`config.mk`:
```
export PLATFORM = sky130hd
export DESIGN_NAME = cubic_bezier_ease_bisection_unit
export DESIGN_NICKNAME = d
export VERILOG_FILES = /design/src/sv/cbe_pkg.sv /design/src/sv/cbe_ctrl.sv /design/src/sv/cbe_datapath.sv /design/src/sv/cubic_bezier_ease_bisection_unit.sv
export SDC_FILE = /design/constraint.sdc
export NUM_CORES = 2
export LEC_CHECK = 0
export ABC_AREA = 1
export BUFFER_PORTS_ARGS = -buffer_cell sky130_fd_sc_hd__buf_2
export CORE_MARGIN = 5
export CORE_UTILIZATION = 30
export DETAILED_ROUTE_END_ITERATION = 8
export PLACE_DENSITY = 0.44
export SYNTH_ARGS = -nofsm -noshare
export SYNTH_HDL_FRONTEND = slang
export SYNTH_SLANG_ARGS = --single-unit
```
`constraint.sdc`:
```
create_clock -name i_clk -period 10 [get_ports i_clk]
set_input_delay 2.5 -clock i_clk [delete_from_list [all_inputs] [get_ports i_clk]]
set_output_delay 2.5 -clock i_clk [all_outputs]
set_load 0.01 [all_outputs]
```
`src/sv/cbe_pkg.sv`:
```
// Shared types and constants for the cubic Bezier easing bisection unit.
// No dependencies.
package cbe_pkg;

    localparam int unsigned Q_W = 17;
    localparam logic [Q_W-1:0] ONE_Q16 = 17'h10000;

    // datapath operations, one per cycle
    typedef enum logic [3:0] {
        PH_IDLE,
        PH_LOAD,
        PH_MID,
        PH_M0,
        PH_M1,
        PH_M2,
        PH_M3,
        PH_CMP,
        PH_OUT_Y,
        PH_OUT_LIN
    } t_phase;

    typedef struct packed {
        t_phase phase;
        logic   sel_y;   // weight the bases with the y control values
    } t_dp_cmd;

    typedef struct packed {
        logic lin;       // both control points on the diagonal
        logic hit;       // curve x equals the target exactly
    } t_dp_stat;

endpackage

```
`src/sv/cbe_ctrl.sv`:
```
// Sequencer for the easing unit: bisection steps and the final y pass.
// Depends on cbe_pkg.
module cbe_ctrl #(
    parameter int ITERATIONS = 16
) (
    input  logic              i_clk,
    input  logic              i_rst_n,
    input  logic              i_start,
    input  cbe_pkg::t_dp_stat i_stat,
    output cbe_pkg::t_dp_cmd  o_cmd,
    output logic              o_busy
);
    import cbe_pkg::*;

    localparam int CntW = $clog2(ITERATIONS + 1);

    typedef enum logic [2:0] {
        S_IDLE,
        S_MID,
        S_M0,
        S_M1,
        S_M2,
        S_M3,
        S_CMP,
        S_OUT
    } t_state;

    t_state          r_state;
    logic [CntW-1:0] r_cnt;
    logic            r_ypass;

    assign o_busy = (r_state != S_IDLE);

    always_ff @(posedge i_clk) begin
        if (!i_rst_n) begin
            r_state <= S_IDLE;
            r_cnt   <= '0;
            r_ypass <= 1'b0;
        end else begin
            case (r_state)
                S_IDLE: begin
                    if (i_start) begin
                        r_state <= S_MID;
                        r_cnt   <= '0;
                        r_ypass <= 1'b0;
                    end
                end
                S_MID: begin
                    if (i_stat.lin) begin
                        r_state <= S_IDLE;
                    end else begin
                        r_cnt   <= r_cnt + 1'b1;
                        r_state <= S_M0;
                    end
                end
                S_M0: r_state <= S_M1;
                S_M1: r_state <= S_M2;
                S_M2: r_state <= S_M3;
                S_M3: r_state <= r_ypass ? S_OUT : S_CMP;
                S_CMP: begin
                    // exact hit or last step: keep t, evaluate y with the same bases
                    if (i_stat.hit || (r_cnt == CntW'(ITERATIONS))) begin
                        r_ypass <= 1'b1;
                        r_state <= S_M0;
                    end else begin
                        r_state <= S_MID;
                    end
                end
                S_OUT:   r_state <= S_IDLE;
                default: r_state <= S_IDLE;
            endcase
        end
    end

    always_comb begin
        o_cmd.sel_y = r_ypass;
        case (r_state)
            S_IDLE:  o_cmd.phase = i_start ? PH_LOAD : PH_IDLE;
            S_MID:   o_cmd.phase = i_stat.lin ? PH_OUT_LIN : PH_MID;
            S_M0:    o_cmd.phase = PH_M0;
            S_M1:    o_cmd.phase = PH_M1;
            S_M2:    o_cmd.phase = PH_M2;
            S_M3:    o_cmd.phase = PH_M3;
            S_CMP:   o_cmd.phase = PH_CMP;
            S_OUT:   o_cmd.phase = PH_OUT_Y;
            default: o_cmd.phase = PH_IDLE;
        endcase
    end

    a_accept_to_mid: assert property (@(posedge i_clk) disable iff (!i_rst_n)
        (i_start && !o_busy) |=> (r_state == S_MID))
        else $error("accepted transfer did not start a search");

    a_cnt_bound: assert property (@(posedge i_clk) disable iff (!i_rst_n)
        r_cnt <= CntW'(ITERATIONS))
        else $error("step count past limit");

    a_no_cmp_in_ypass: assert property (@(posedge i_clk) disable iff (!i_rst_n)
        (r_state == S_CMP) |-> !r_ypass)
        else $error("bracket update during y pass");

endmodule

```
`src/sv/cbe_datapath.sv`:
```
// Datapath: operand registers, bisection bracket, two shared 33x17 multipliers,
// Bernstein bases, weighted sum, compare and rounded result. Depends on cbe_pkg.
module cbe_datapath (
    input  logic                      i_clk,
    input  logic                      i_rst_n,
    input  cbe_pkg::t_dp_cmd          i_cmd,
    input  logic [cbe_pkg::Q_W-1:0]   i_progress,
    input  logic [cbe_pkg::Q_W-1:0]   i_ctrl_a_x,
    input  logic [cbe_pkg::Q_W-1:0]   i_ctrl_a_y,
    input  logic [cbe_pkg::Q_W-1:0]   i_ctrl_b_x,
    input  logic [cbe_pkg::Q_W-1:0]   i_ctrl_b_y,
    output cbe_pkg::t_dp_stat         o_stat,
    output logic                      o_valid,
    output logic [cbe_pkg::Q_W-1:0]   o_eased
);
    import cbe_pkg::*;

    logic [16:0] r_x, r_ax, r_ay, r_bx, r_by;
    logic        r_lin;
    logic [16:0] r_top, r_bottom, r_t, r_r;
    logic [17:0] r_r3;      // 3*(1-t)
    logic [31:0] r_rt3;     // 3*r*t, Q.32
    logic [32:0] r_tt;      // t*t, Q.32
    logic [31:0] r_b1, r_b2;
    logic [32:0] r_b3;
    logic [48:0] r_pa, r_pb;
    logic [49:0] r_acc;
    logic [16:0] r_eased;
    logic        r_valid;

    logic [32:0] m0_a, m1_a;
    logic [16:0] m0_b, m1_b;
    logic [49:0] m0_p, m1_p;
    logic [16:0] coef_a, coef_b;
    logic [17:0] mid_sum;
    logic [16:0] t_n, r_n;
    logic [50:0] sum, target;
    logic [51:0] rnd;
    logic [19:0] y_q;

    assign coef_a = i_cmd.sel_y ? r_ay : r_ax;
    assign coef_b = i_cmd.sel_y ? r_by : r_bx;

    always_comb begin
        m0_a = '0;
        m0_b = '0;
        m1_a = '0;
        m1_b = '0;
        case (i_cmd.phase)
            PH_M0: begin
                m0_a = {15'b0, r_r3};
                m0_b = r_t;
                m1_a = {16'b0, r_t};
                m1_b = r_t;
            end
            PH_M1: begin
                m0_a = {1'b0, r_rt3};
                m0_b = r_r;
                m1_a = {1'b0, r_rt3};
                m1_b = r_t;
            end
            PH_M2: begin
                m0_a = r_tt;
                m0_b = r_t;
                m1_a = {1'b0, r_b1};
                m1_b = coef_a;
            end
            PH_M3: begin
                m1_a = {1'b0, r_b2};
                m1_b = coef_b;
            end
            default: begin
            end
        endcase
    end

    assign m0_p = {17'b0, m0_a} * {33'b0, m0_b};
    assign m1_p = {17'b0, m1_a} * {33'b0, m1_b};

    assign mid_sum = {1'b0, r_top} + {1'b0, r_bottom};
    assign t_n     = mid_sum[17:1];
    assign r_n     = ONE_Q16 - t_n;

    assign sum    = {1'b0, r_acc} + {2'b0, r_pb};
    assign target = {2'b0, r_x, 32'b0};
    assign rnd    = {1'b0, sum} + (52'd1 << 31);
    assign y_q    = rnd[51:32];

    always_ff @(posedge i_clk) begin
        case (i_cmd.phase)
            PH_LOAD: begin
                r_x      <= i_progress;
                r_ax     <= i_ctrl_a_x;
                r_ay     <= i_ctrl_a_y;
                r_bx     <= i_ctrl_b_x;
                r_by     <= i_ctrl_b_y;
                r_lin    <= (i_ctrl_a_x == i_ctrl_a_y) && (i_ctrl_b_x == i_ctrl_b_y);
                r_top    <= ONE_Q16;
                r_bottom <= '0;
            end
            PH_MID: begin
                r_t  <= t_n;
                r_r  <= r_n;
                r_r3 <= {1'b0, r_n} + {r_n, 1'b0};
            end
            PH_M0: begin
                r_rt3 <= m0_p[31:0];
                r_tt  <= m1_p[32:0];
            end
            PH_M1: begin
                r_b1 <= m0_p[47:16];
                r_b2 <= m1_p[47:16];
            end
            PH_M2: begin
                r_b3 <= m0_p[48:16];
                r_pa <= m1_p[48:0];
            end
            PH_M3: begin
                r_pb  <= m1_p[48:0];
                r_acc <= {1'b0, r_pa} + {1'b0, r_b3, 16'b0};
            end
            PH_CMP: begin
                if (sum != target) begin
                    if (sum < target) begin
                        r_bottom <= r_t;
                    end else begin
                        r_top <= r_t;
                    end
                end
            end
            PH_OUT_Y:   r_eased <= (y_q[19:17] != 3'b0) ? '1 : y_q[16:0];
            PH_OUT_LIN: r_eased <= r_x;
            default: begin
            end
        endcase
    end

    always_ff @(posedge i_clk) begin
        if (!i_rst_n) begin
            r_valid <= 1'b0;
        end else begin
            r_valid <= (i_cmd.phase == PH_OUT_Y) || (i_cmd.phase == PH_OUT_LIN);
        end
    end

    assign o_stat.lin = r_lin;
    assign o_stat.hit = (sum == target);
    assign o_valid    = r_valid;
    assign o_eased    = r_eased;

    a_bracket_order: assert property (@(posedge i_clk) disable iff (!i_rst_n)
        (i_cmd.phase == PH_CMP) |=> (r_bottom <= r_top))
        else $error("bisection bracket inverted");

    a_no_curve_on_linear: assert property (@(posedge i_clk) disable iff (!i_rst_n)
        (i_cmd.phase == PH_OUT_Y) |-> !r_lin)
        else $error("curve result produced for a linear curve");

    a_strobe_single: assert property (@(posedge i_clk) disable iff (!i_rst_n)
        o_valid |=> !o_valid)
        else $error("result strobe held for more than one cycle");

endmodule

```
`src/sv/cubic_bezier_ease_bisection_unit.sv`:
```
// Cubic Bezier easing: bisection search for t, then curve y at t, Q1.16.
// A linear curve skips the search and passes progress through; else the search takes k steps
// (k <= ITERATIONS, fewer on an exact hit), then a y pass with the same t.
// Each step runs midpoint, four phases on two shared 33x17 multipliers, then compare.
// One item at a time; busy drops in the cycle the result strobe shows. No result backpressure.
// Synchronous active-low reset returns the sequencer to idle and clears the strobe.
module cubic_bezier_ease_bisection_unit #(
    parameter int ITERATIONS = 16
) (
    input  logic                    i_clk,
    input  logic                    i_rst_n,
    input  logic                    start,
    output logic                    busy,
    input  logic [cbe_pkg::Q_W-1:0] i_progress,
    input  logic [cbe_pkg::Q_W-1:0] i_ctrl_a_x,
    input  logic [cbe_pkg::Q_W-1:0] i_ctrl_a_y,
    input  logic [cbe_pkg::Q_W-1:0] i_ctrl_b_x,
    input  logic [cbe_pkg::Q_W-1:0] i_ctrl_b_y,
    output logic                    o_valid,
    output logic [cbe_pkg::Q_W-1:0] o_eased
);
    import cbe_pkg::*;

    t_dp_cmd  cmd;
    t_dp_stat stat;

    cbe_ctrl #(
        .ITERATIONS (ITERATIONS)
    ) u_ctrl (
        .i_clk   (i_clk),
        .i_rst_n (i_rst_n),
        .i_start (start),
        .i_stat  (stat),
        .o_cmd   (cmd),
        .o_busy  (busy)
    );

    cbe_datapath u_dp (
        .i_clk      (i_clk),
        .i_rst_n    (i_rst_n),
        .i_cmd      (cmd),
        .i_progress (i_progress),
        .i_ctrl_a_x (i_ctrl_a_x),
        .i_ctrl_a_y (i_ctrl_a_y),
        .i_ctrl_b_x (i_ctrl_b_x),
        .i_ctrl_b_y (i_ctrl_b_y),
        .o_stat     (stat),
        .o_valid    (o_valid),
        .o_eased    (o_eased)
    );

endmodule

```
[After elaboration in Yosys (flattened, before gate mapping)]
Cells that the tools add are included.
Word-level totals
  bits in registers: 509
  output and inout port bits: 19
  input bits: 88
Operators by class
  add/subtract/negate cells: 7
  equal/unequal tests: 27
  reduce and logical (&&, ||, !) cells: 16
  $mul: 2
  multiplexer cells: 28
  order comparisons: 1
Operator list (number)
  one-hot mux 17 bit (2 select lines): 4
  one-hot mux 32 bit (4 select lines): 1
  two-way mux 17 bit: 7
  one-hot mux 33 bit (3 select lines): 1
  adder 51 x 32 -> 52 bit, second input constant: 1
  adder 50 x 49 -> 51 bit: 1
  == test 51 x 49 -> 1 bit: 1
  < comparator 51 x 49 -> 1 bit: 1
  inequality test 51 x 49 -> 1 bit: 1
  one-hot mux 17 bit (3 select lines): 1
  adder 49 x 49 -> 50 bit: 1
  multiplier 32 x 17 -> 49 bit: 1
  multiplier 33 x 17 -> 49 bit: 1
  == test 17 bit: 2
  one-hot mux 4 bit (8 select lines): 1
  one-hot mux 3 bit (8 select lines): 1
  adder 17 x 17 -> 18 bit: 1
  adder 17 x 18 -> 18 bit: 1
  subtractor 17 bit, first input constant: 1
  == test 4 x 3 -> 1 bit, second input constant: 4
  == test 3 bit, second input constant: 4
  AND reduction 3 bit: 4
  two-way mux 5 bit: 2
  one-hot mux 5 bit (2 select lines): 1
  20 further kinds: 37

[Depth between registers and ports, before layout]
  word-level depth: 6
  gate-level depth with buffers: 36
  gate-level depth less buffers: 34

[Hierarchy]
From an unflattened synthesis, not the netlist that was laid out.
Unflattened totals
  cell total of the unflattened synthesis: 7285
  area, all modules: 62317.3 µm²
Modules (own cells, without submodules)
  cbe_datapath: times used 1, seq. area each 14914.3 µm², cells each 7195, area an instance 61740.5 µm²
  cbe_ctrl: times used 1, seq. area each 180.2 µm², cells each 90, area an instance 576.8 µm²

[Least setup slack after synthesis]
OpenSTA, ideal clock, no wires.
  path type: register to register
  start: reg u_ctrl.r_state[2]
  end: reg u_dp.r_b2[25], data pin
  library setup time: 0.273 ns
  arrival time: 9.380 ns
  setup slack: 0.347 ns
  period minus slack after synthesis: 9.653 ns
  cell stages (with the launch flop): 26
  path through: dfxtp_1 > nand2_1 > nor2_1 > buf_2 > buf_1 > nand2_1 > nand3_1 > clkbuf_1 > nand2_1 > fa_1 > fa_1 > fa_1 > inv_1 > fa_1 > fa_1 > inv_1 > fa_1 > inv_1 > ha_1 > nand2_1 > nor4_1 > nand2_1 > o21ai_0 > a21boi_0 > o21ai_0 > xor2_1
On the way
  cells in the longest elaborated chain, start to end: 6
Ends and longest elaborated chain
  from (decl): RTL line cbe_ctrl.sv:28  | t_state r_state;
  from (signal assigned): RTL line cbe_ctrl.sv:59  | S_M3: r_state <= r_ypass ? S_OUT : S_CMP;
  == test 3 bit (tied with other cells): RTL line cbe_ctrl.sv:77  | case (r_state)
  one-hot mux 4 bit (8 select lines) *: RTL line cbe_ctrl.sv:77
  == test 4 x 2 -> 1 bit / == test 4 x 3 -> 1 bit (equally long branches): RTL line cbe_datapath.sv:49  | case (i_cmd.phase)
  OR reduction 2 bit (no source line)
  one-hot mux 17 bit (3 select lines): RTL line cbe_datapath.sv:49
  multiplier 32 x 17 -> 49 bit *: RTL line cbe_datapath.sv:78  | assign m1_p = {17'b0, m1_a} * {33'b0, m1_b};
  named net u_dp.m1_p[41]: RTL line cbe_datapath.sv:33  | logic [49:0] m0_p, m1_p;
  to (signal assigned): RTL line cbe_datapath.sv:112  | r_b2 <= m1_p[47:16];
  to (decl): RTL line cbe_datapath.sv:24  | logic [31:0] r_b1, r_b2;
Mark *: on every way through the listed nets, which the timed path passes. The rest lies on a longest branch.
A chain may end at the register's enable or synchronous reset.

[Worst setup path in the final report]
  start: reg u_ctrl.r_state[0]
  end: reg u_dp.r_b1[16], data pin
On the way
  cells in the longest elaborated chain, start to end: 6
Ends and longest elaborated chain
  == test 3 bit (tied with other cells): RTL line cbe_ctrl.sv:77
  one-hot mux 4 bit (8 select lines) *: RTL line cbe_ctrl.sv:77
  == test 4 x 2 -> 1 bit / == test 4 x 3 -> 1 bit (equally long branches): RTL line cbe_datapath.sv:49
  OR reduction 2 bit (no source line)
  one-hot mux 17 bit (2 select lines): RTL line cbe_datapath.sv:49
  multiplier 33 x 17 -> 49 bit *: RTL line cbe_datapath.sv:77  | assign m0_p = {17'b0, m0_a} * {33'b0, m0_b};
  named net u_dp.m0_p[32]: RTL line cbe_datapath.sv:33
  to (signal assigned): RTL line cbe_datapath.sv:111  | r_b1 <= m0_p[47:16];
  to (decl): RTL line cbe_datapath.sv:24
Marked as above.

==> impl_metrics.csv <==
group,metric,value,unit
placement,portBuffers,106,
clock_network,post_cts_buffers,0,
timing,period_minus_slack,9.59,ns
cells_and_area,layout.cells.non_filler,10500,
floorplan,row_count,167,
logic_synthesis,synth_edf_count,496,
floorplan,die_h,467,um
logic_synthesis,synth.largest_area_cell,"fa_1",
run_status,status,"finished, final reports clean",
timing,fin_crit_sh,95.9,%
floorplan,start_util,30.2,%
route,wire_per_inst,22.2,um
route,drt_iter0_drc,3619,
grt,grt_pass1_wl,345000,um
logic_synthesis,synth_area,62600,um2
timing,tightest_slew,1.44,ns
grt,first_global_vias,51600,
worst_setup_path,start_kind,"flop",
route,routed_via_density,4.71,
placement,dp.cells,10300,
pwr,irDropWorstVdd,0.219,mV
timing,finClkSkew,0.0312,ns
pwr,p_clk_share,32.6,%
pwr,p_leak,34.5,nW
floorplan,ios,107,
clock_network,numCtsBuffers,56,
clock_network,clk_pin_slew,0.08,ns
floorplan,die_w,467,um
grt,grt_usage,21.3,%
route,drc,0,
logic_synthesis,syn_inst,7464,
pwr,cell_internal_pwr,4.53,mW
pwr,p_sw,2.65,mW
worst_setup_path,criticalPathCategory,"reg2reg",
placement,place_congestion,0.940,
clock_network,cts_tree,"done",
logic_synthesis,ys_seq_elements,506,
timing,drv_slew,0,
placement,placement.cell_area,67300,um2
grt,grt_max_degree,89,
cells_and_area,postLayoutCoreUtil,33.4,%
route,antenna_left,0,
timing,relSlewSlack,3.09,%
timing,hold_viol,0,
clock_network,post_cts_resized,0,
placement,dp_hpwl,193000,um
timing,tns,0,ns
timing,setup_violations,0,
logic_synthesis,async_reset_ff_share,0,%
cells_and_area,nFillCells,22000,
logic_synthesis,postSynthAreaPerCell,8.39,um2
clock_network,cts_max_level,2,
clock_network,cts_root_buf,"clkbuf_16",
worst_setup_path,critical_path_peak_fanout,21,
timing,clock.fmax,0.104,GHz
worst_setup_path,cp_slowest_cell,"xor2_1",
worst_setup_path,slowest_delay,0.57,ns
route,wl,232000,um
logic_synthesis,synth_top_flop_cell,"edfxtp_1",
worst_setup_path,end_kind,"flop",
logic_synthesis,yosysTopAreaCellShare,29.3,%
grt,antenna_found_initial,11,
worst_setup_path,arrival,9.99,ns
job,cap_violations,0,
logic_synthesis,post_synth_num_cell_types,59,
clock_network,clockBufferDepth,3,
clock_network,cts.sinks,506,
cells_and_area,final_layout_size_suffix_gt1_share,6.99,%
logic_synthesis,netlist_top_cells_area,"fa_1, edfxtp_1, nand2_1",
floorplan,die_area,218000,um2
floorplan,core-area,207000,um2
grt,overflow,0,
pwr,seqPwrFrac,37.2,%
pwr,power_density,104,nW/um2
pwr,sw_frac_of_total,36.9,%
pwr,combPwrFrac,30.2,%
cells_and_area,area_growth_syn_to_layout,10.8,%
cells_and_area,fin_nets,8999,
cells_and_area,design_area,69400,um2
worst_setup_path,crit_top_cell,"inv_1",
clock_network,postCtsHoldBufs,0,
cells_and_area,antenna_cells,0,
logic_synthesis,yosysSeqAreaShare,24.1,%
logic_synthesis,synth_nets,8846,
worst_hold_path,worstHoldPathType,"reg2reg",
route,vias,49300,
clock_network,clk_latency,0.70,ns
route,drtPass1Iterations,7,
logic_synthesis,yosys_warnings,0,
worst_setup_path,required,10.40,ns
timing,rsz0062_at_grt,"no",
==> final cells by class <==
| cell class | instances | area (um2) | share of cell area, % |
|---|---|---|---|
| clock buffer | 64 | 1450 | 2.09 |
| clock inverter | 42 | 576 | 0.830 |
| inverter | 1896 | 7120 | 10.3 |
| multi-input combinational | 4881 | 39800 | 57.3 |
| sequential | 506 | 15100 | 21.8 |
| tap | 2788 | 3490 | 5.03 |
| timing repair buffer | 276 | 1870 | 2.70 |
==> layout by cell type, fill, tap and decap left out, types with 23 or more instances in the layout <==
cell type,count
a21oi_1,267
edfxtp_1,496
ha_1,378
inv_1,1860
xor2_1,114
nand2_2,42
nor2_2,32
xnor2_1,90
buf_4,164
fa_1,916
clkbuf_16,56
a31oi_1,23
clkinv_1,23
nand3_1,138
nor2_1,503
nand4_1,65
o21ai_0,127
buf_2,106
nor3_1,34
nand2_1,1906
==> flip-flops by register name, indices dropped and copies added (netlist names), 3 cells and up <==
name            flops
u_dp.o_eased       17
u_dp.r_acc         50
u_dp.r_b3          33
u_dp.r_r           16
u_dp.r_b1          32
u_dp.r_x           17
u_dp.r_r3          18
u_dp.r_bx          17
u_dp.r_pa          49
u_dp.r_ay          17
u_dp.r_ax          17
u_dp.r_b2          32
u_dp.r_top         17
u_ctrl.r_state      3
u_ctrl.r_cnt        5
u_dp.r_rt3         32
u_dp.r_by          17
u_dp.r_t           15
u_dp.r_pb          49
u_dp.r_tt          33
u_dp.r_bottom      17
==> worst max-delay path, delay by kind of cell (launching register included) <==
family | cells | cell delay, ns
flops | 1 | 0.44
buf+inv | 8 | 1.65
compound gates | 7 | 2.63
xor+xnor | 1 | 0.57
fa+ha+maj | 7 | 3.02
simple gates | 5 | 0.94
==> synth_stat cells (8+ instances only) <==
library cell / instances
nand2_1: 1906
inv_1: 1861
fa_1: 916
nor2_1: 510
edfxtp_1: 496
ha_1: 378
a21oi_1: 270
clkbuf_1: 154
nand3_1: 138
o21ai_0: 136
xor2_1: 115
xnor2_1: 90
nand4_1: 65
nand2_2: 42
nor3_1: 35
nor2_2: 30
a31oi_1: 23
inv_2: 22
o21a_1: 21
buf_2: 20
or2_2: 17
a21boi_0: 15
a22o_1: 15
nor4_1: 15
clkinv_1: 13
o21bai_1: 13
a21o_1: 12
a221oi_1: 12
dfxtp_1: 10
nor3_2: 10
o211ai_1: 10
nand3_2: 9
nand2_4: 8
==> cells by family after synthesis <==
| logic type | count (synthesis) | synth area share (%) |
|---|---|---|
| adder cells (fa/ha/maj) | 1294 | 36.8 |
| XOR/XNOR | 205 | 2.87 |
| AND/OR/NAND/NOR | 2813 | 18.4 |
| AO/OA/AOI/OAI | 569 | 5.25 |
| flip-flops | 506 | 24.1 |
| buffers and inverters | 2077 | 12.5 |
==> metrics by stage <==
stage | setup slack, ns | power, mW | hold slack, ns
floorplan | 0.347 | 3.91 | 0.400
global placement | 0.296 | 4.86 | 0.403
detailed placement | 0.290 | 4.87 | 0.405
CTS | 0.244 | 7.24 | 0.403
global route | 0.0388 | 7.53 | 0.421
finish | 0.413 | 7.19 | 0.403
==> final timing paths <==
path	start	endpoint	slack, ns	depth (start not counted)
worst max-delay path	u_ctrl.r_state[0]$_SDFFE_PN0P_	u_dp.r_b1[16]$_DFFE_PN_	0.41	28
worst min-delay path	u_dp.r_pa[11]$_DFFE_PN_	u_dp.r_acc[11]$_DFFE_PN_	0.40	0
worst max register to register	u_ctrl.r_state[0]$_SDFFE_PN0P_	u_dp.r_b1[16]$_DFFE_PN_	0.41	28
worst min register to register	u_dp.r_pa[11]$_DFFE_PN_	u_dp.r_acc[11]$_DFFE_PN_	0.40	0
==> metal layers <==
| metal | vias to the layer above | routed length [um] | GRT usage (%) |
|---|---|---|---|
| met5 | - | 39 | 0 |
| met4 | 6 | 7240 | 5.68 |
| met3 | 226 | 12000 | 2.72 |
| met2 | 1282 | 106000 | 34.6 |
| met1 | 25000 | 107000 | 30.1 |
| li1 | 22700 | - | - |
==> power groups by stage <==
stage	logic (mW)	registers [mW]	clock network, mW
finish	2.17	2.67	2.34
global route	2.36	2.68	2.48
CTS	2.17	2.67	2.40
detailed placement	2.16	2.72	0
global placement	2.14	2.72	0
floorplan	1.23	2.68	0
Note: power is estimated with default switching activity, not from simulation.
